--- src/rtl/psufd_pkg.sv ---
// Package for the power supply status fault deglitcher.
// Holds field widths, fault indexes, PMBus bit positions and register codes.
// No dependencies.
package psufd_pkg;

	localparam int SW_W       = 16;
	localparam int MFR_W      = 8;
	localparam int MV_W       = 19;
	localparam int CNT_W      = 3;
	localparam int FAIL_W     = 8;
	localparam int NUM_FAULTS = 13;
	localparam int CLS_W      = 2;

	localparam int IN_TDATA_W  = 48;
	localparam int IN_TUSER_W  = 3;
	localparam int OUT_TDATA_W = 24;
	localparam int APB_AW      = 4;
	localparam int APB_DW      = 32;

	// fault_flags bit order
	localparam int F_CML     = 0;
	localparam int F_INPUT   = 1;
	localparam int F_VOUT_OV = 2;
	localparam int F_IOUT_OC = 3;
	localparam int F_VOUT_UV = 4;
	localparam int F_FAN     = 5;
	localparam int F_TEMP    = 6;
	localparam int F_PGOOD   = 7;
	localparam int F_MFR     = 8;
	localparam int F_VIN_UV  = 9;
	localparam int F_KILL    = 10;
	localparam int F_12VCS   = 11;
	localparam int F_CS12V   = 12;

	// STATUS_WORD bit positions
	localparam int SWB_CML       = 1;
	localparam int SWB_TEMP      = 2;
	localparam int SWB_VIN_UV    = 3;
	localparam int SWB_IOUT_OC   = 4;
	localparam int SWB_VOUT_OV   = 5;
	localparam int SWB_UNIT_OFF  = 6;
	localparam int SWB_FANS      = 10;
	localparam int SWB_PGOOD_NEG = 11;
	localparam int SWB_MFR       = 12;
	localparam int SWB_INPUT     = 13;
	localparam int SWB_VOUT      = 15;

	// vendor status byte bit positions
	localparam int MFRB_KILL  = 4;
	localparam int MFRB_12VCS = 6;
	localparam int MFRB_CS12V = 7;

	// voltage classes
	localparam logic [CLS_W-1:0] CLS_NONE = 2'd0;
	localparam logic [CLS_W-1:0] CLS_LOW  = 2'd1;
	localparam logic [CLS_W-1:0] CLS_HIGH = 2'd2;

	// register indexes (paddr[3:2])
	localparam logic [1:0] REG_MFR_DECODE = 2'd0;
	localparam logic [1:0] REG_VIN_MIN    = 2'd1;
	localparam logic [1:0] REG_VIN_LOW    = 2'd2;

	localparam logic [MV_W-1:0] VIN_MIN_RST = 19'd20000;
	localparam logic [MV_W-1:0] VIN_LOW_RST = 19'd160000;

	typedef struct packed {
		logic                  present;
		logic                  status_read_ok;
		logic [SW_W-1:0]       sts_word;
		logic [MFR_W-1:0]      vendor_sts;
		logic                  vin_read_ok;
		logic [MV_W-1:0]       vin_millivolts;
	} poll_t;

	typedef struct packed {
		logic                  vin_uv_clear_request;
		logic                  read_fail_report;
		logic [CLS_W-1:0]      voltage_class;
		logic                  available;
		logic [NUM_FAULTS-1:0] fault_flags;
	} result_t;

endpackage

--- src/rtl/psu_status_fault_deglitcher.sv ---
// Fault deglitcher for one polled PMBus power supply: top level.
// Depends on psufd_pkg.
//
// Usage:
//  s_axis carries one poll per request: tuser holds the flags, tdata the
//  readings. m_axis returns one result per poll. The APB port sets the
//  vendor decode enable and the two input voltage thresholds; write it
//  only while no poll is in flight.
//  A poll accepted on s_axis is held in the input register; its result is
//  then registered in the output register that drives m_axis. Throughput:
//  one poll per cycle while m_axis is not stalled. The per-fault counters, the
//  fail count and the presence/class history sit in one register bank
//  that is updated as a poll moves from the input register to the output
//  register, so each poll sees the state its predecessor left.
//  Reset clears the counters, fail count and history, empties both
//  pipeline stages, and loads the register reset values.
//  When m_axis_tready is low the result holds in the output register; the
//  input register still takes one more poll, then s_axis_tready drops
//  until the output is taken.
module psu_status_fault_deglitcher #(
	parameter int FAULT_LIMIT    = 3,
	parameter int PGOOD_LIMIT    = 5,
	parameter int READ_LOG_LIMIT = 3
) (
	input  logic                                  clk,
	input  logic                                  arst_n,
	// APB configuration
	input  logic                                  psel,
	input  logic                                  penable,
	input  logic                                  pwrite,
	input  logic [psufd_pkg::APB_AW-1:0]          paddr,
	input  logic [psufd_pkg::APB_DW-1:0]          pwdata,
	output logic [psufd_pkg::APB_DW-1:0]          prdata,
	output logic                                  pready,
	// poll stream
	input  logic                                  s_axis_tvalid,
	output logic                                  s_axis_tready,
	// [15:0] sts_word, [23:16] vendor_sts, [42:24] vin_millivolts, rest zero
	input  logic [psufd_pkg::IN_TDATA_W-1:0]      s_axis_tdata,
	// [0] present, [1] status_read_ok, [2] vin_read_ok
	input  logic [psufd_pkg::IN_TUSER_W-1:0]      s_axis_tuser,
	// result stream
	output logic                                  m_axis_tvalid,
	input  logic                                  m_axis_tready,
	// [12:0] fault_flags, [13] available, [15:14] voltage_class,
	// [16] read_fail_report, [17] vin_uv_clear_request, rest zero
	output logic [psufd_pkg::OUT_TDATA_W-1:0]     m_axis_tdata
);

	localparam int CW = psufd_pkg::CNT_W;
	localparam int NF = psufd_pkg::NUM_FAULTS;
	localparam int FW = psufd_pkg::FAIL_W;
	localparam logic [CW-1:0] LIM_FAULT = CW'(FAULT_LIMIT);
	localparam logic [CW-1:0] LIM_PGOOD = CW'(PGOOD_LIMIT);
	localparam logic [FW-1:0] LIM_LOG   = FW'(READ_LOG_LIMIT);
	localparam logic [FW-1:0] FAIL_SAT  = {FW{1'b1}};

	// configuration
	logic                          mfr_decode_enable_q;
	logic [psufd_pkg::MV_W-1:0]    vin_min_mv_q;
	logic [psufd_pkg::MV_W-1:0]    vin_low_line_mv_q;
	logic                          cfg_wr;

	// pipeline
	logic                          valid_s1;
	psufd_pkg::poll_t              poll_s1;
	logic                          valid_s2;
	psufd_pkg::result_t            res_s2;
	logic                          advance;
	logic                          take_in;

	// state
	logic [NF-1:0][CW-1:0]         cnt_q;
	logic [FW-1:0]                 fail_q;
	logic                          last_present_q;
	logic [psufd_pkg::CLS_W-1:0]   last_cls_q;

	// next state
	logic [NF-1:0][CW-1:0]         cnt_base;
	logic [NF-1:0][CW-1:0]         cnt_nxt;
	logic [FW-1:0]                 fail_base;
	logic [FW-1:0]                 fail_nxt;
	logic [psufd_pkg::CLS_W-1:0]   cls;
	logic [psufd_pkg::CLS_W-1:0]   cls_nxt;
	logic [NF-1:0]                 act;
	logic [NF-1:0]                 trk_en;
	logic [NF-1:0]                 flags;
	logic                          rise;
	logic                          polled;
	logic                          report;
	logic                          clear_req;
	psufd_pkg::result_t            res_nxt;

	function automatic logic [CW-1:0] limit_of(input int idx);
		return (idx == psufd_pkg::F_PGOOD) ? LIM_PGOOD : LIM_FAULT;
	endfunction

	// ---------------- APB ----------------
	assign pready = 1'b1;
	assign cfg_wr = psel & penable & pwrite & pready;

	always_comb begin
		case (paddr[3:2])
			psufd_pkg::REG_MFR_DECODE: prdata = {{(psufd_pkg::APB_DW-1){1'b0}},
				mfr_decode_enable_q};
			psufd_pkg::REG_VIN_MIN: prdata = {{(psufd_pkg::APB_DW-psufd_pkg::MV_W){1'b0}},
				vin_min_mv_q};
			psufd_pkg::REG_VIN_LOW: prdata = {{(psufd_pkg::APB_DW-psufd_pkg::MV_W){1'b0}},
				vin_low_line_mv_q};
			default: prdata = '0;
		endcase
	end

	always_ff @(posedge clk or negedge arst_n) begin
		if (!arst_n) begin
			mfr_decode_enable_q <= 1'b0;
			vin_min_mv_q        <= psufd_pkg::VIN_MIN_RST;
			vin_low_line_mv_q   <= psufd_pkg::VIN_LOW_RST;
		end else if (cfg_wr) begin
			case (paddr[3:2])
				psufd_pkg::REG_MFR_DECODE: mfr_decode_enable_q <= pwdata[0];
				psufd_pkg::REG_VIN_MIN:    vin_min_mv_q <= pwdata[psufd_pkg::MV_W-1:0];
				psufd_pkg::REG_VIN_LOW:    vin_low_line_mv_q <= pwdata[psufd_pkg::MV_W-1:0];
				default: ;
			endcase
		end
	end

	// ---------------- handshake ----------------
	assign advance       = valid_s1 & (~valid_s2 | m_axis_tready);
	assign s_axis_tready = ~valid_s1 | advance;
	assign take_in       = s_axis_tvalid & s_axis_tready;
	assign m_axis_tvalid = valid_s2;
	assign m_axis_tdata  = {{(psufd_pkg::OUT_TDATA_W-$bits(psufd_pkg::result_t)){1'b0}},
		res_s2};

	// ---------------- poll update ----------------
	always_comb begin
		rise      = poll_s1.present & ~last_present_q;
		polled    = poll_s1.present & poll_s1.status_read_ok;
		cnt_base  = rise ? '0 : cnt_q;
		fail_base = rise ? '0 : fail_q;
		clear_req = rise;
		report    = 1'b0;

		act = '0;
		act[psufd_pkg::F_CML]     = poll_s1.sts_word[psufd_pkg::SWB_CML];
		act[psufd_pkg::F_INPUT]   = poll_s1.sts_word[psufd_pkg::SWB_INPUT];
		act[psufd_pkg::F_VOUT_OV] = poll_s1.sts_word[psufd_pkg::SWB_VOUT_OV];
		act[psufd_pkg::F_IOUT_OC] = poll_s1.sts_word[psufd_pkg::SWB_IOUT_OC];
		act[psufd_pkg::F_VOUT_UV] = poll_s1.sts_word[psufd_pkg::SWB_VOUT] &
			~poll_s1.sts_word[psufd_pkg::SWB_VOUT_OV];
		act[psufd_pkg::F_FAN]     = poll_s1.sts_word[psufd_pkg::SWB_FANS];
		act[psufd_pkg::F_TEMP]    = poll_s1.sts_word[psufd_pkg::SWB_TEMP];
		act[psufd_pkg::F_PGOOD]   = poll_s1.sts_word[psufd_pkg::SWB_PGOOD_NEG] |
			poll_s1.sts_word[psufd_pkg::SWB_UNIT_OFF];
		act[psufd_pkg::F_MFR]     = poll_s1.sts_word[psufd_pkg::SWB_MFR];
		act[psufd_pkg::F_VIN_UV]  = poll_s1.sts_word[psufd_pkg::SWB_VIN_UV];
		act[psufd_pkg::F_KILL]    = poll_s1.vendor_sts[psufd_pkg::MFRB_KILL];
		act[psufd_pkg::F_12VCS]   = poll_s1.vendor_sts[psufd_pkg::MFRB_12VCS];
		act[psufd_pkg::F_CS12V]   = poll_s1.vendor_sts[psufd_pkg::MFRB_CS12V];

		// vendor counters hold unless the MFR bit is up and decoding is on; a zero status word still clears them
		trk_en = '1;
		trk_en[psufd_pkg::F_KILL]  = poll_s1.sts_word[psufd_pkg::SWB_MFR] &
			mfr_decode_enable_q;
		trk_en[psufd_pkg::F_12VCS] = trk_en[psufd_pkg::F_KILL];
		trk_en[psufd_pkg::F_CS12V] = trk_en[psufd_pkg::F_KILL];

		for (int i = 0; i < NF; i++) begin
			if (!polled || (poll_s1.sts_word != '0 && !trk_en[i]))
				cnt_nxt[i] = cnt_base[i];
			else if (poll_s1.sts_word == '0 || !act[i])
				cnt_nxt[i] = '0;
			else if (cnt_base[i] < limit_of(i))
				cnt_nxt[i] = cnt_base[i] + CW'(1);
			else
				cnt_nxt[i] = cnt_base[i];
		end

		fail_nxt = fail_base;
		if (poll_s1.present) begin
			if (!poll_s1.status_read_ok) begin
				if (fail_base != FAIL_SAT) begin
					fail_nxt = fail_base + FW'(1);
					report   = (fail_nxt == LIM_LOG);
				end
			end else begin
				fail_nxt = '0;
			end
		end

		if (!poll_s1.vin_read_ok || poll_s1.vin_millivolts < vin_min_mv_q)
			cls = psufd_pkg::CLS_NONE;
		else if (poll_s1.vin_millivolts < vin_low_line_mv_q)
			cls = psufd_pkg::CLS_LOW;
		else
			cls = psufd_pkg::CLS_HIGH;

		cls_nxt = last_cls_q;
		if (polled) begin
			cls_nxt = cls;
			// recovery from no input or a pending VIN UV fault
			if (cls != psufd_pkg::CLS_NONE &&
			    (last_cls_q == psufd_pkg::CLS_NONE ||
			     cnt_nxt[psufd_pkg::F_VIN_UV] != '0)) begin
				cnt_nxt[psufd_pkg::F_VIN_UV] = '0;
				clear_req = 1'b1;
			end
		end

		for (int i = 0; i < NF; i++)
			flags[i] = (cnt_nxt[i] >= limit_of(i));

		res_nxt.fault_flags          = flags;
		res_nxt.available            = poll_s1.present & ~flags[psufd_pkg::F_INPUT] &
			~flags[psufd_pkg::F_VIN_UV] & ~flags[psufd_pkg::F_KILL] &
			~flags[psufd_pkg::F_IOUT_OC];
		res_nxt.voltage_class        = cls_nxt;
		res_nxt.read_fail_report     = report;
		res_nxt.vin_uv_clear_request = clear_req;
	end

	// ---------------- registers ----------------
	always_ff @(posedge clk or negedge arst_n) begin
		if (!arst_n) begin
			valid_s1       <= 1'b0;
			valid_s2       <= 1'b0;
			cnt_q          <= '0;
			fail_q         <= '0;
			last_present_q <= 1'b0;
			last_cls_q     <= psufd_pkg::CLS_NONE;
		end else begin
			if (take_in)
				valid_s1 <= 1'b1;
			else if (advance)
				valid_s1 <= 1'b0;

			if (advance)
				valid_s2 <= 1'b1;
			else if (m_axis_tready)
				valid_s2 <= 1'b0;

			if (advance) begin
				cnt_q          <= cnt_nxt;
				fail_q         <= fail_nxt;
				last_present_q <= poll_s1.present;
				last_cls_q     <= cls_nxt;
			end
		end
	end

	always_ff @(posedge clk) begin
		if (take_in) begin
			poll_s1.present        <= s_axis_tuser[0];
			poll_s1.status_read_ok <= s_axis_tuser[1];
			poll_s1.vin_read_ok    <= s_axis_tuser[2];
			poll_s1.sts_word       <= s_axis_tdata[15:0];
			poll_s1.vendor_sts     <= s_axis_tdata[23:16];
			poll_s1.vin_millivolts <= s_axis_tdata[42:24];
		end
		if (advance)
			res_s2 <= res_nxt;
	end

`ifndef SYNTHESIS
	// state only moves when a poll goes through
	a_state_hold: assert property (@(posedge clk) disable iff (!arst_n)
		!advance |=> $stable(cnt_q) && $stable(fail_q) && $stable(last_cls_q))
		else $error("deglitch state changed without a poll");

	// an absent supply is never available and issues no clear request or read-fail report
	a_absent: assert property (@(posedge clk) disable iff (!arst_n)
		advance && !poll_s1.present |=> !res_s2.available &&
			!res_s2.vin_uv_clear_request && !res_s2.read_fail_report)
		else $error("absent supply gave available, report or clear");

	// available implies the input fault is not debounced
	a_avail: assert property (@(posedge clk) disable iff (!arst_n)
		valid_s2 && res_s2.available |-> !res_s2.fault_flags[psufd_pkg::F_INPUT])
		else $error("available with input fault flagged");

	// a stalled result is not overwritten
	a_no_overrun: assert property (@(posedge clk) disable iff (!arst_n)
		valid_s2 && !m_axis_tready |-> !advance)
		else $error("result register overwritten while stalled");
`endif

endmodule
--- config.mk ---
export PLATFORM = sky130hd
export DESIGN_NAME = psu_status_fault_deglitcher
export DESIGN_NICKNAME = d
export VERILOG_FILES = /design/src/rtl/psufd_pkg.sv /design/src/rtl/psu_status_fault_deglitcher.sv
export SDC_FILE = /design/constraint.sdc
export NUM_CORES = 1
export LEC_CHECK = 0
export BUFFER_PORTS_ARGS = -buffer_cell sky130_fd_sc_hd__buf_2
export CAP_MARGIN = 20
export CORE_MARGIN = 3
export CORE_UTILIZATION = 30
export CTS_CLUSTER_SIZE = 24
export DETAILED_ROUTE_END_ITERATION = 16
export PLACE_DENSITY_LB_ADDON = 0.2
export SYNTH_ARGS = -nofsm -noshare
export SYNTH_HDL_FRONTEND = slang
export SYNTH_SLANG_ARGS = --single-unit
--- constraint.sdc ---
create_clock -name clk -period 2.5 [get_ports clk]
set_input_delay 0.375 -clock clk [delete_from_list [all_inputs] [get_ports clk]]
set_output_delay 0.375 -clock clk [all_outputs]
set_load 0.02 [all_outputs]
Word-level counts from Yosys, hierarchy flattened
Index checks and enable logic that the tools add are counted.
{ "totals": {"ff_bits": 155, "input_bits": 94, "out_inout_bits": 59, "word_cells": 205} }
{ "op_classes": {"add_sub_neg": 14, "order_cmp": 28, "n_eq_ne": 4, "n_mux": 56, "bitwise_logic": 25, "n_reduce_logical": 46} }
{ "ops": {"columns": ["operator", "count"], "rows": [
  ["3-bit two-way mux", 41],
  ["19-bit case mux with 3 select lines", 1],
  ["3-bit by 1-bit adder with 3-bit output (second input constant)", 13],
  ["39-bit two-way mux", 1],
  ["19-bit less-than comparator", 2],
  ["3-bit by 2-bit greater-or-equal comparator with 1-bit output (second input constant)", 12],
  ["3-bit by 2-bit less-than comparator with 1-bit output (second input constant)", 12],
  ["8-bit two-way mux", 4],
  ["1-bit logical NOT", 16],
  ["16-bit logical NOT", 1],
  ["1-bit logical OR", 16],
  ["16-bit nonzero test", 1],
  ["1-bit AND", 12],
  ["1-bit inverter", 10],
  ["8-bit by 1-bit adder with 8-bit output (second input constant)", 1],
  ["8-bit by 2-bit == test with 1-bit output (second input constant)", 1],
  ["8-bit != test (second input constant)", 1],
  ["1-bit two-way mux", 6],
  ["2-bit two-way mux", 3],
  ["2-bit AND reduction", 3],
  ["2-bit nonzero test", 3],
  ["2-bit logical NOT", 2],
  ["3-bit greater-or-equal comparator (second input constant)", 1],
  ["3-bit less-than comparator (second input constant)", 1],
  ["other kinds (6)", 9]
]} }

Depth between registers and ports, before layout
Gate-level depths: netlist of run 1.
{ "depth": {"ltp_word": 17, "ltp_mapped": 12, "depth_no_buf": 10} }

Least setup slack after synthesis of run 1
No wires, ideal clock.
{ "synth_timing": {"path_type": "reg2reg", "start": "register poll_s1[45] (netlist name)", "end": "register fail_q[0]", "setup_time_ps": 77, "t_arrival_ps": 2268, "required_time_ps": 2423, "slack_ps": 154, "path_stages_with_launch": 11, "path_buffers": 2, "synth_period_minus_slack_ps": 2346, "cell_sequence": "edfxtp_1 nand2b_1 buf_2 buf_2 nand2_1 inv_1 ha_1 nand3_1 or3_1 a31o_1 a21oi_1"} }
{ "synth_via": {"elab_chain_len": 6, "elab_cells_between_ends": 7, "cone_classes": "add/sub: 1; eq/ne: 1; mux: 4; bitwise: 1"} }
{ "synth_lines": {"columns": ["item", "line", "rtl"], "rows": [
  ["from (decl)", "psu_status_fault_deglitcher.sv:66", "psufd_pkg::poll_t poll_s1;"],
  ["1-bit AND", "psu_status_fault_deglitcher.sv:139", "rise = poll_s1.present & ~last_present_q;"],
  ["8-bit two-way mux", "psu_status_fault_deglitcher.sv:142", "fail_base = rise ? '0 : fail_q;"],
  ["8-bit by 1-bit adder with 8-bit output or 8-bit != test (tied branches)", "psu_status_fault_deglitcher.sv:185, psu_status_fault_deglitcher.sv:184", null],
  ["8-bit two-way mux", "psu_status_fault_deglitcher.sv:184", "if (fail_base != FAIL_SAT) begin"],
  ["8-bit two-way mux", "psu_status_fault_deglitcher.sv:183", "if (!poll_s1.status_read_ok) begin"],
  ["8-bit two-way mux (*)", "psu_status_fault_deglitcher.sv:182", "if (poll_s1.present) begin"],
  ["to (signal assigned)", "psu_status_fault_deglitcher.sv:246", "fail_q <= fail_nxt;"],
  ["to (decl)", "psu_status_fault_deglitcher.sv:74", "logic [FW-1:0] fail_q;"]
]} }
Every way passes the cells marked *; elsewhere a longest branch is shown, timed or not.
A chain may end at the register's enable or synchronous reset.

==> results.txt, run 1 <==
The number of global-route vias before repair is 5,771. Max-cap violations in this run came to 0. The share of layout cells above drive strength 1 is 0.233. The total count of hold-check failures in the final report is 0. The placer's final routability congestion estimate came out at around 0.80. In this run, synthesis inferred 59 flip-flops with an integrated enable. The total negative setup slack is 0 ns.

The H-tree depth reported by CTS is 4. The remaining global-route overflow is 0. The predominant post-synthesis flop cell is sky130_fd_sc_hd__dfrtp_1. The starting density of the core came out at 0.309. The post-route core utilization is 0.374. The later-pin clock latency in the skew report came out at ~0.42 ns.

The origin of the critical flop-to-flop path is vin_min_mv_q[5]$_DFFE_PN1P_. The worst hold path belongs to the class in -> reg. The floorplan die area came out at ~27,000 um^2. The master of the slowest instance on the critical path is sky130_fd_sc_hd__dfstp_2. Setup slack on the worst reg-to-reg path comes out at 0.13 ns. The number of vias in the routed layout is 5,850. In this run the deepest clock path goes through 2 buffers. The worst hold path depth came out at 1. The area of the core came out at 24,600 um^2. The synthesized netlist occupies a cell area of between 7000 and 8000 um^2. After detailed routing, the number of vias per cell comes to a little under 5. The detailed placer's ending HPWL came out at between 10,000 and 15,000 um.

Counting both buffers and inverters, the worst setup path holds a total of 1. The routed length on met3 is around 830 um. The count of warnings emitted by yosys is 0.

STA classifies the critical path startpoint as a register. The floorplan has 57 rows. The share of synthesized area occupied by flip-flops and latches came out at 0.534.

In this run the top signal layer used is met4. Across the routed clock network, the largest skew measured is roughly 0.0080 ns. Counting every sink on the clock net gives 150. The wire length the detailed router placed on met1 is a little under 10,000 um. The achievable clock frequency is between 0.4 and 0.5 GHz. In this run the worst path has a maximum fanout of 4.

For this run, the total global-route usage over all layers was measured as 0.150. Traced cell by cell, the critical path runs through inv_1, ha_1, and4_1, o21ai_1, or4_1, o211ai_2, a21oi_2, a2111oi_4. The DRC violation count after routing came out at 0. The count of input and output buffers is ~110.

The count of nets left with antenna violations once routing finished came out at 0. The height of the die came out at around 170 um. The number of diodes added for antenna fixing came out at 0. The global-route wire length before repair is roughly 32,000 um. The clock-pin slew on the worst setup and hold paths came out at roughly 0.070 ns.

The tree is rooted in a sky130_fd_sc_hd__clkbuf_16. The register bit count reported by yosys came out at 150. The wire length on met2 is just over 9000 um. The area growth from synthesis to final layout came out at 20.9%. The CTS tree is yes. The total power after layout is 7.42 mW. The number of I/O pins is roughly 150. The path with the worst hold slack has its endpoint at poll_s1[11]$_DFFE_PP_.

The largest incremental delay on the critical path came out at roughly 0.53 ns. The number of DRC markers after the initial detailed-route iteration came out at 319. The number of nets in the layout is ~990. For this design the ratio of total power to cell area is about 810 nW/um^2.

The total detailed-routing wirelength is 19,900 um. The first-pass iteration count of the detailed router came out at 5. The average footprint of a synthesized cell is 10.3 um^2. The signal arrival time at the worst endpoint is about 2.6 ns. The number of cells on the worst reg-to-reg path is 8. The worst register-to-register path ends at m_axis_tdata[13]$_DFFE_PP_. The run finished with clean final reports. Subtracting the final worst setup slack from the clock period gives ~2.4 ns. The final count of pins violating max slew is 0.

The number of instances in the synthesized netlist came out at between 700 and 800. The worst setup path category is reg -> reg. Setup repair after global routing left no endpoint under its margin.

The worst pin sits at a relative slew slack of 0.659. The die is 165 um wide. The worst hold path begins at s_axis_tdata[35]. The pin count of the biggest net entering global routing came out at 64. The portion of the clock cycle consumed by the worst path in the final layout is 0.948.

On the critical path the largest part of the delay comes from simple AND/OR/NAND/NOR gates. After synthesis, the share of flip-flops with an asynchronous set or reset is 0.607. The initial antenna violation count came out at 0.

The CTS buffer count came out at 17. After detailed routing, the average wire length per cell comes to about 17 um. The worst IR drop on VDD is ~380 uV.

The reported leakage power is approximately 4.0 nW. Once the clock tree was built, the setup fixing pass inserted 0 buffers. The required arrival time at the worst endpoint came out at 2.73 ns.

STA classifies the critical path endpoint as a register. The count of different cell masters after synthesis came out at between 60 and 70. At the pin with the least slew margin, the transition time is slightly above 0.5 ns. The final-report setup violation count came out at 0.
==> worst max path at each step <==
| stage | depth (start not counted) | end | start | slack, ns |
|---|---|---|---|---|
| floorplan | 10 | fail_q[0]$_DFFE_PN0P_ | poll_s1[45]$_DFFE_PP_ | 0.15 |
| global placement | 8 | m_axis_tdata[13]$_DFFE_PP_ | vin_min_mv_q[5]$_DFFE_PN1P_ | 0.16 |
| detailed placement | 8 | m_axis_tdata[13]$_DFFE_PP_ | vin_min_mv_q[5]$_DFFE_PN1P_ | 0.14 |
| CTS | 8 | m_axis_tdata[13]$_DFFE_PP_ | vin_min_mv_q[5]$_DFFE_PN1P_ | 0.12 |
| global route | 8 | m_axis_tdata[13]$_DFFE_PP_ | vin_min_mv_q[5]$_DFFE_PN1P_ | 0.005 |
| finish | 8 | m_axis_tdata[13]$_DFFE_PP_ | vin_min_mv_q[5]$_DFFE_PN1P_ | 0.13 |
==> sequential cells by signal, indices dropped and copies added, names as in the netlist <==
register / count
cnt_q: 39
last_present_q: 1
m_axis_tvalid: 1
vin_min_mv_q: 19
last_cls_q: 2
vin_low_line_mv_q: 19
m_axis_tdata: 18
act: 11
poll_s1: 30
fail_q: 8
mfr_decode_enable_q: 1
valid_s1: 1
==> per-stage QoR <==
stage	instances	instance area, um^2	setup slack, ns	hold WS, ns
after floorplan	757	7670	0.154	0.0794
after global placement	1163	8570	0.163	0.352
after detailed placement	1163	8570	0.142	0.352
after CTS	1196	9190	0.121	0.103
after global routing	1196	9200	0.00494	0.104
final	1196	9200	0.130	0.127
==> where the power goes <==
group / internal, mW / switching [mW] / leakage (nW) / total (mW)
clock: 1.58 / 1.07 / 0.283 / 2.65
sequential: 2.97 / 0.263 / 1.70 / 3.23
combinational: 0.616 / 0.926 / 2.00 / 1.54
==> synthesized netlist by cell type (3+ instances only) <==
cell type / instances / area [um^2]
sky130_fd_sc_hd__a2bb2oi_1: 3 / 26.3
sky130_fd_sc_hd__buf_2: 8 / 40.0
sky130_fd_sc_hd__a31o_2: 5 / 43.8
sky130_fd_sc_hd__a31oi_1: 4 / 25.0
sky130_fd_sc_hd__nor4_1: 3 / 18.8
sky130_fd_sc_hd__nor2b_1: 3 / 18.8
sky130_fd_sc_hd__o21bai_1: 3 / 22.5
sky130_fd_sc_hd__o21ai_0: 77 / 385
sky130_fd_sc_hd__o41ai_1: 9 / 78.8
sky130_fd_sc_hd__and2_1: 6 / 37.5
sky130_fd_sc_hd__clkbuf_1: 22 / 82.6
sky130_fd_sc_hd__nand4_1: 7 / 43.8
sky130_fd_sc_hd__nand2b_1: 11 / 68.8
sky130_fd_sc_hd__nand3_1: 12 / 60.1
sky130_fd_sc_hd__a22oi_1: 6 / 45.0
sky130_fd_sc_hd__ha_1: 39 / 488
sky130_fd_sc_hd__o21a_1: 6 / 45.0
sky130_fd_sc_hd__edfxtp_1: 59 / 1770
sky130_fd_sc_hd__dfrtp_1: 81 / 2030
sky130_fd_sc_hd__nor3_1: 11 / 55.1
sky130_fd_sc_hd__and3_1: 4 / 25.0
sky130_fd_sc_hd__a22o_1: 23 / 201
sky130_fd_sc_hd__dfstp_2: 10 / 263
sky130_fd_sc_hd__o31ai_1: 6 / 45.0
sky130_fd_sc_hd__nor2_1: 26 / 97.6
sky130_fd_sc_hd__nand2_1: 85 / 319
sky130_fd_sc_hd__inv_1: 58 / 218
sky130_fd_sc_hd__buf_4: 21 / 158
sky130_fd_sc_hd__a211oi_1: 4 / 30.0
sky130_fd_sc_hd__o21ai_1: 11 / 55.1
sky130_fd_sc_hd__nor4_2: 3 / 37.5
sky130_fd_sc_hd__mux2_2: 3 / 33.8
sky130_fd_sc_hd__a21oi_1: 65 / 325
sky130_fd_sc_hd__o311ai_0: 3 / 26.3
sky130_fd_sc_hd__o22a_1: 3 / 26.3
==> logic make-up after synthesis <==
group | synth area share
buf+inv | 0.0655
compound gates | 0.210
flops | 0.534
other cells | 0.000987
fa+ha+maj | 0.0642
mux | 0.00576
simple gates | 0.116
xor+xnor | 0.00346
==> layer usage <==
metal  up-vias  GRT usage
li1       2885          -
met5         -          0
met2       121      0.240
met4         0     0.0324
met1      2832      0.211
met3        12     0.0309
==> what timing repair did <==
action,in CTS,in global routing
endpoints found under the hold margin,28,0
hold buffers,1,0
setup endpoints to repair,0,1
resized for setup,0,1
==> cells in the final DEF, fill, tap and decap left out, types with 12 or more instances in the layout <==
cell type                     n
sky130_fd_sc_hd__o21ai_0     77
sky130_fd_sc_hd__nor2_1      26
sky130_fd_sc_hd__nand2_1     85
sky130_fd_sc_hd__dfrtp_1     81
sky130_fd_sc_hd__edfxtp_1    59
sky130_fd_sc_hd__clkbuf_16   17
sky130_fd_sc_hd__a22o_1      23
sky130_fd_sc_hd__ha_1        39
sky130_fd_sc_hd__inv_1       58
sky130_fd_sc_hd__nand3_1     12
sky130_fd_sc_hd__a21oi_1     65
sky130_fd_sc_hd__buf_2      106
sky130_fd_sc_hd__conb_1      20
sky130_fd_sc_hd__buf_4       25
==> final cells by class <==
class                           instances  area (um^2)
Tap cell                              324          405
Clock buffer                           18          429
Clock inverter                         14          178
Sequential cell                       150         4060
Inverter                               58          218
Timing Repair Buffer                  134          768
Fill cell                            2521        15400
Multi-Input combinational cell        498         3140
Power figures use the tool's default switching activity.
==> run 2, diff against run 1 <==
--- a/config.mk
+++ b/config.mk
@@ -7,6 +7,8 @@
 export LEC_CHECK = 0
 export BUFFER_PORTS_ARGS = -buffer_cell sky130_fd_sc_hd__buf_2
 export CAP_MARGIN = 20
+export CELL_PAD_IN_SITES_DETAIL_PLACEMENT = 2
+export CELL_PAD_IN_SITES_GLOBAL_PLACEMENT = 2
 export CORE_MARGIN = 3
 export CORE_UTILIZATION = 30
 export CTS_CLUSTER_SIZE = 24
==> run 2 against run 1 <==
Die area is the same. Clock skew is 0.0053 ns higher. Combinational power is 7% higher. Final cell count about the same. Clock power is essentially flat. Largest power group unchanged. Highest routed layer unchanged.
==> results.txt, run 2 (synthesized netlist as in run 1, its figures left out) <==
The pin count of the biggest net entering global routing is 43 (-33%). In this run the worst setup path begins at vin_min_mv_q[5]$_DFFE_PN1P_. The root buffer cell is sky130_fd_sc_hd__clkbuf_16. For this design, the slowest cell found on the critical path is sky130_fd_sc_hd__dfstp_2. The run finished with clean final reports. The remaining antenna violation count came out at 0 (unchanged). The switching portion of total power came to 0.322 (+0.0178). The startpoint identified for the worst register-to-register timing path is vin_min_mv_q[5]$_DFFE_PN1P_.

The post-route worst hold slack was 0.112 ns (-0.0144 ns). The initial antenna violation count is 0 (unchanged). The CTS buffer count came out at 17 (unchanged). The total count of hold-check failures in the final report is 0 (unchanged). Setup repair after global routing left no endpoint under its margin. The count of input and output buffers came to 107 (unchanged). The element type at the critical path start is a register. The CTS tree is yes. The total power after layout is 7.52 mW (+1.3%). The first-pass iteration count of the detailed router is 4 (-1). The clock tree buffer depth came to 2 (unchanged).

The DRC violation count after routing was 0 (unchanged). The clock-pin slew on the worst setup and hold paths came out at 0.07 ns (about the same). The number of maximum-capacitance violations came out at 0 (unchanged). The number of hold buffers added after CTS is 1 (unchanged). The portion of the clock cycle consumed by the worst path in the final layout came out at 0.962 (+0.0138).

The total placed instance area is 8590 um^2 (+0.23%). The number of DRC markers after the initial detailed-route iteration was 298 (-6.6%). The worst setup path category is reg -> reg. The number of I/O pins is 153 (unchanged). The power density normalized to cell area came out at 818 nW/um^2 (+1.4%). The number of diodes added for antenna fixing is 0 (unchanged).

The relative contribution of combinational cells to total power is 0.220 (+0.012). The remaining global-route overflow is 0 (unchanged). The detailed placer's ending HPWL is 17,600 um (+23%). The starting density of the core is 0.309 (unchanged).

The worst IR drop on VDD came to 360 uV (-5.4%). The later-pin clock latency in the skew report was 0.43 ns (about the same). The average via count per standard cell came out at 5.14 (+5.1%).

Among cell families on the critical path, the largest total delay comes from simple AND/OR/NAND/NOR gates. The combined buffer and inverter count along the critical path came out at 1 (unchanged). The number of global-route vias before repair came out at 6,976 (+21%). The placer's final routability congestion estimate is 0.807 (+1.3%). The worst setup path is captured at a register. The area of the core is 24,600 um^2 (unchanged). The flip-flop count of the largest register after layout came to 39 (unchanged). The final-report setup violation count came out at 0 (unchanged). Walking the worst path, the cells encountered are inv_1, ha_1, and4_1, o21ai_1, or4_1, o211ai_2, a21oi_2, a2111oi_4.

The post-cts gate resize count is 0 (unchanged). The remaining max-slew budget at the tightest pin came out at 0.584 (-0.0749). The number of vias in the routed layout is 6,151 (+5.1%). The worst clock skew came out at 0.0133 ns (+0.00525 ns). The total detailed-routing wirelength is 24,400 um (+22%). The final critical delay including setup and external delays came out at 2.40 ns (+0.0344 ns). The H-tree depth reported by CTS is 4 (unchanged). The top fanout value on the critical path is 4 (unchanged). In the final layout, the registers with the most flip-flops are cnt_q x39, poll_s1 x30. The floorplan die area is 27,300 um^2 (unchanged). The number of clock sinks is 150 (unchanged). The height of the die is 165 um (unchanged). The post-CTS setup buffer count is 0 (unchanged). The tightest min-delay check is of the in -> reg type. The achievable clock frequency came out at 0.416 GHz (-1.4%). The pin slew with the least headroom to its limit came out at 0.624 ns (+0.113 ns). The global-route wire length before repair is 38,800 um (+23%). The post-detailed-route wirelength per cell is 20.4 um (+22%).

The width of the die came out at 165 um (unchanged). The area growth from synthesis to final layout came out at 20.8% (about the same). The proportion of power drawn by flip-flops and latches came to 0.431 (-0.004).

The post-route core utilization is 0.374 (about the same). The relative contribution of the clock network to total power came to 0.349 (-0.008). The library cells used most frequently in the layout, excluding fill and tap cells, are sky130_fd_sc_hd__buf_2 (106), sky130_fd_sc_hd__nand2_1 (85), sky130_fd_sc_hd__dfrtp_1 (81). The total negative setup slack came out at 0 ns (unchanged). cnt_q holds more flip-flops than any other register. The required arrival time at the worst endpoint is 2.74 ns (about the same).

The final count of pins violating max slew was 0 (unchanged). The floorplan row count is 57 (unchanged). The final design instance area without fill came out at 9190 um^2 (about the same).

The share of layout cells above drive strength 1 is 0.234 (+0.000879). In this run the most critical hold path is launched from s_axis_tdata[29]. The internal power component came out at 5.10 mW (-1.3%). The most common cell after layout, fill and taps aside is sky130_fd_sc_hd__buf_2.

The reported net switching power came out at 2.42 mW (+7.2%). The global-route usage over all layers came out at 0.185 (+0.0349). The number of nets in the layout was 993 (+0.10%). The reported leakage power came out at 3.99 nW (+0.20%).

The largest incremental delay on the critical path was 0.53 ns (about the same). The signal arrival time at the worst endpoint came out at 2.64 ns (+0.04 ns).
-- run 2: cell types whose count changed in the layout (fill, tap and decap cells not counted), sizes merged --
| cell | change |
|---|---|
| bufinv | -1 |
| buf | +1 |
| inv | +1 |
-- run 2: routing by layer --
layer	track usage	wire length, um
met3	0.0339	813
met2	0.323	12300
met4	0.0473	312
met5	0	0
met1	0.237	11000
-- run 2: cell type report --
cell class	instances	area, um^2
clock buffers	18	439
inverters	58	218
fillers	2665	15400
repair buffers	135	788
well taps	324	405
flip-flops and latches	150	4060
multi-input cells	498	3130
clock inverters	14	149
-- run 2: worst paths after layout --
kind	to	slack [ns]	depth (start not counted)
setup / recovery	m_axis_tdata[13]$_DFFE_PP_	0.1	8
setup reg to reg	m_axis_tdata[13]$_DFFE_PP_	0.1	8
max in group asynchronous	vin_low_line_mv_q[13]$_DFFE_PN1P_	1.30	3
hold reg to reg	cnt_q[12]$_DFFE_PN0P_	0.52	2
hold / removal	poll_s1[5]$_DFFE_PP_	0.11	1
min in group asynchronous	vin_min_mv_q[16]$_DFFE_PN0P_	0.52	2
-- run 2: power by group through the flow --
stage | clock network, mW | logic, mW | registers [mW]
finish | 2.62 | 1.65 | 3.24
detailed placement | 0 | 1.66 | 3.29
global route | 2.78 | 1.87 | 3.30
floorplan | 0 | 1.05 | 3.24
CTS | 2.69 | 1.68 | 3.25
global placement | 0 | 1.56 | 3.25
-- run 2: stage by stage --
stage,instances,worst slack (ns)
after global placement,1164,0.144
after floorplan,757,0.154
after detailed placement,1164,0.121
final,1197,0.0958
after CTS,1197,0.0854
after global routing,1197,0.00849
==> run 3, diff against run 2 <==
--- a/config.mk
+++ b/config.mk
@@ -5,14 +5,15 @@
 export SDC_FILE = /design/constraint.sdc
 export NUM_CORES = 1
 export LEC_CHECK = 0
+export ABC_AREA = 1
 export BUFFER_PORTS_ARGS = -buffer_cell sky130_fd_sc_hd__buf_2
 export CAP_MARGIN = 20
 export CELL_PAD_IN_SITES_DETAIL_PLACEMENT = 2
 export CELL_PAD_IN_SITES_GLOBAL_PLACEMENT = 2
-export CORE_MARGIN = 3
 export CORE_UTILIZATION = 30
 export CTS_CLUSTER_SIZE = 24
 export DETAILED_ROUTE_END_ITERATION = 16
+export MAX_ROUTING_LAYER = met4
 export PLACE_DENSITY_LB_ADDON = 0.2
 export SYNTH_ARGS = -nofsm -noshare
 export SYNTH_HDL_FRONTEND = slang
==> run 3 against run 2 <==
The flow now finishes with violations (hold timing). Worst hold slack got worse by 0.12 ns. Synthesized area rose by 3.1%. Sequential share of layout area fell by 0.62 points. Largest cell class unchanged.
==> results.txt, run 3 <==
The area fraction in and, or, nand and nor cells after synthesis is 0.216 (+0.100). The endpoint of the lowest-slack register-to-register path is m_axis_tdata[16]$_SDFFCE_PP0P_. The count of different cell masters after synthesis came out at 53 (-20%).

The width of the die came out at 164 um (-0.93%). The worst setup path category is reg -> reg. The run finished, with violations left.

Setup repair after global routing left no endpoint under its margin. The area of the mapped netlist came out at 7840 um^2 (+3.1%). Following the worst setup path forward leads to its endpoint at m_axis_tdata[16]$_SDFFCE_PP0P_. The most frequent cell after synthesis is sky130_fd_sc_hd__nand2_1. The starting density of the core came out at 0.309 (-0.000310). The share of Yosys cell area claimed by the top area cell type came out at 0.258 (-0.00808). The portion of the clock cycle consumed by the worst path in the final layout is 0.904 (-0.0582). The relative contribution of the clock network to total power came out at 0.299 (-0.050). The origin of the critical flop-to-flop path is poll_s1[45]$_DFFE_PP_. The achievable clock frequency is 0.443 GHz (+6.4%). The post-route core utilization was 0.367 (-0.00656). The floorplan row count is 58 (+1.8%). The CTS buffer count is 17 (unchanged). The register with the most flip-flops in the final layout is cnt_q. The number of hold buffers added after CTS came out at 0 (-1). The proportion of power drawn by flip-flops and latches came out at 0.421 (-0.010). Sorting the synthesized cells by how often they occur yields sky130_fd_sc_hd__nand2_1 (233), sky130_fd_sc_hd__inv_1 (110), sky130_fd_sc_hd__o21ai_0 (84). The clock tree buffer depth is 2 (unchanged).

The total placed instance area came out at 8780 um^2 (+2.2%). The relative contribution of combinational cells to total power came out at 0.280 (+0.060). The height of the die is 164 um (-0.93%). The average via count per standard cell came out at 4.75 (-7.5%). In the layout the commonest cells are sky130_fd_sc_hd__nand2_1 (233), sky130_fd_sc_hd__inv_1 (109), sky130_fd_sc_hd__buf_2 (106).

The internal power component is 5.28 mW (+3.5%). The share of layout cells above drive strength 1 came out at 0.189 (-0.0444). The count of input and output buffers is 107 (unchanged).

The number of vias in the routed layout was 6,444 (+4.8%). The remaining max-slew budget at the tightest pin was 0.534 (-0.0502). The floorplan die area came out at 26,800 um^2 (-1.8%). The largest registers in the layout are cnt_q x39, poll_s1 x30.

The number of I/O pins is 153 (unchanged). The register bit count reported by yosys is 150 (unchanged). The post-cts gate resize count came to 0 (unchanged). The flip-flop count of the largest register after layout came out at 39 (unchanged). The worst IR drop on VDD came out at 382 uV (+6.2%). The reported leakage power came out at 4.46 nW (+12%). The H-tree depth reported by CTS came out at 4 (unchanged). The detailed placer's ending HPWL came out at 16,200 um (-8.2%). The area growth from synthesis to final layout is 18.8%. The number of global-route vias before repair is 7,052 (+1.1%). The total count of hold-check failures in the final report came out at 11 (+11). The pin count of the biggest net entering global routing came to 58 (+35%). The number of enable-type register cells in the synthesized netlist came out at 59 (unchanged).

The switching portion of total power is 0.350 (+0.0287). The signal arrival time at the worst endpoint came out at 2.45 ns (-0.19 ns). The number of nets in the layout is 1,145 (+15%). The pin slew with the least headroom to its limit is 0.699 ns (+0.0754 ns).

The DRC violation count after routing is 0 (unchanged). The compound-cell area share of the yosys netlist came out at 0.102 (-0.108). The xor and xnor area share after synthesis is 0.00670 (+0.00325). The later-pin clock latency in the skew report was 0.44 ns (about the same). STA classifies the critical path endpoint as a register.

The top fanout value on the critical path is 10 (+6). The post-detailed-route wirelength per cell is 16.8 um (-18%). The clock-pin slew on the worst setup and hold paths came out at 0.06 ns (about the same). The post-route worst hold slack is -0.0102 ns (-0.123 ns).

The post-CTS setup buffer count is 0 (unchanged). The required arrival time at the worst endpoint came out at 2.69 ns (-0.05 ns). The total detailed-routing wirelength came out at 22,700 um (-6.7%). The average footprint of a synthesized cell is 8.73 um^2 (-15%).

STA classifies the critical path startpoint as a register. The share of synthesized registers carrying an async set or reset came out at 0.607 (unchanged). The first-pass iteration count of the detailed router was 4 (unchanged). The final count of pins violating max slew is 0 (unchanged). The remaining global-route overflow is 0 (unchanged). The final reports fail on hold timing.

The final critical delay including setup and external delays came out at 2.26 ns (-0.145 ns). The global-route usage over all layers came out at 0.186 (+0.000706). The total negative setup slack is 0 ns (unchanged). The placer's final routability congestion estimate was 0.756 (-6.3%). The number of maximum-capacitance violations was 0 (unchanged). Of all cell types, the one taking the most synthesized area is sky130_fd_sc_hd__dfrtp_1.

The area of the core is 25,400 um^2 (+3.2%). The initial antenna violation count is 1 (+1). The worst hold-check path type is in -> async. By area, the combinational part of the netlist is dominated by simple AND/OR/NAND/NOR gates. The final design instance area without fill was 9320 um^2 (+1.4%). In this run the worst setup path begins at poll_s1[45]$_DFFE_PP_.

The share of cell area taken by muxes after synthesis is 0.00144 (-0.00432). The worst reg-to-reg setup slack is 0.24 ns (+0.15 ns). The final-report setup violation count came out at 0 (unchanged). The worst clock skew was 0.0167 ns (+0.00336 ns).

The tree is rooted in a sky130_fd_sc_hd__clkbuf_16. The global-route wire length before repair came out at 36,900 um (-4.9%). The power density normalized to cell area is 871 nW/um^2 (+6.5%). The predominant post-synthesis flop cell is sky130_fd_sc_hd__dfrtp_1. The count of warnings emitted by yosys came out at 0 (unchanged). The number of cells on the worst reg-to-reg path is 9 (+1). The adder-cell area share of the yosys netlist was 0.0622 (-0.00194). The reported net switching power is 2.85 mW (+18%). Ranked by total cell area, the synthesized netlist is headed by sky130_fd_sc_hd__dfrtp_1 (26%), sky130_fd_sc_hd__edfxtp_1 (23%), sky130_fd_sc_hd__nand2_1 (11%).

The remaining antenna violation count was 0 (unchanged). The number of clock sinks came out at 150 (unchanged). The most common cell after layout, fill and taps aside is sky130_fd_sc_hd__nand2_1. The number of instances in the synthesized netlist is 898 (+22%). The number of DRC markers after the initial detailed-route iteration came out at 189 (-37%). The CTS tree is yes. The share of synthesized area occupied by flip-flops and latches is 0.518 (-0.0162).
[run 3: cell types whose count changed in the layout (fill, tap and decap cells not counted), sizes merged, moves of 7 or more]
cell / previous run / this run
a22o: 23 / 1
o31ai: 8 / 1
nand2b: 11 / 0
a21oi: 67 / 25
nand2: 87 / 238
nor2: 27 / 86
inv: 61 / 115
o41ai: 9 / 0
o22ai: 2 / 20
nor3: 11 / 3
nand3: 12 / 45
buf: 134 / 125
[run 3: kinds of logic (layout without fill, tap and decap cells)]
logic type	count (synthesis)	count (layout)
and+or+nand+nor	392	392
buffers and inverters	162	271
DFF	150	150
AOI/OAI and AO/OA	146	146
adders and majority gates	39	39
xor gates and xnor gates	6	6
other	2	21
muxes	1	1
[run 3: per-stage QoR]
step | std cells | setup slack [ns] | hold WS [ns] | total power, mW
5_1_grt | 1356 | 0.0327 | 0.0264 | 8.68
4_1_cts | 1355 | 0.220 | 0.0180 | 8.27
3_3_place_gp | 1323 | 0.282 | 0.465 | 5.65
2_1_floorplan | 916 | 0.350 | 0.0794 | 4.98
6_report | 1356 | 0.241 | -0.0102 | 8.12
3_5_place_dp | 1323 | 0.229 | 0.470 | 5.76
[run 3: final cells by class]
cell class	count	area [um^2]
antenna	1	2.50
clock buffer	18	429
clock inverter	14	111
fill	2911	16100
inverter	114	430
multi-input combinational	604	3130
sequential	150	4060
tap	330	413
timing repair buffer	125	748
[run 3: worst max-delay path, stage by stage, from the launching register on]
cell                       delay [ns]
sky130_fd_sc_hd__edfxtp_1        0.51
sky130_fd_sc_hd__inv_4           0.13
sky130_fd_sc_hd__nor2_4          0.04
sky130_fd_sc_hd__nor2_1          0.21
sky130_fd_sc_hd__ha_1            0.28
sky130_fd_sc_hd__nand4_4         0.14
sky130_fd_sc_hd__nor3b_4         0.23
sky130_fd_sc_hd__nand3_2         0.23
sky130_fd_sc_hd__nand3b_1        0.19
sky130_fd_sc_hd__nor2_1          0.06
[run 3: layer usage]
| layer | wire (um) | part of all wire | vias up | GRT usage |
|---|---|---|---|---|
| li1 | - | - | 3120 | - |
| met1 | 10700 | 0.47 | 3224 | 0.231 |
| met2 | 11200 | 0.49 | 89 | 0.314 |
| met3 | 604 | 0.027 | 11 | 0.0331 |
| met4 | 180 | 0.0079 | 0 | 0.0404 |
| met5 | 0 | 0 | - | - |
[run 3: power groups by stage]
stage | Clock (mW) | Sequential (mW) | Combinational, mW
floorplan | 0 | 3.47 | 1.51
global placement | 0 | 3.44 | 2.21
detailed placement | 0 | 3.47 | 2.29
CTS | 2.50 | 3.43 | 2.33
global route | 2.59 | 3.49 | 2.60
finish | 2.43 | 3.42 | 2.28
[run 3: how the worst min path moves through the flow]
stage,slack (ns),cells past startpoint,start,end
3_5_place_dp,0.47,2,cnt_q[36]$_DFFE_PN0P_,cnt_q[36]$_DFFE_PN0P_
5_1_grt,0.03,1,arst_n,cnt_q[13]$_DFFE_PN0P_
2_1_floorplan,0.08,0,arst_n,cnt_q[0]$_DFFE_PN0P_
4_1_cts,0.02,1,arst_n,fail_q[1]$_DFFE_PN0P_
3_3_place_gp,0.47,2,cnt_q[34]$_DFFE_PN0P_,cnt_q[34]$_DFFE_PN0P_
6_report,-0.01,1,arst_n,cnt_q[21]$_DFFE_PN0P_
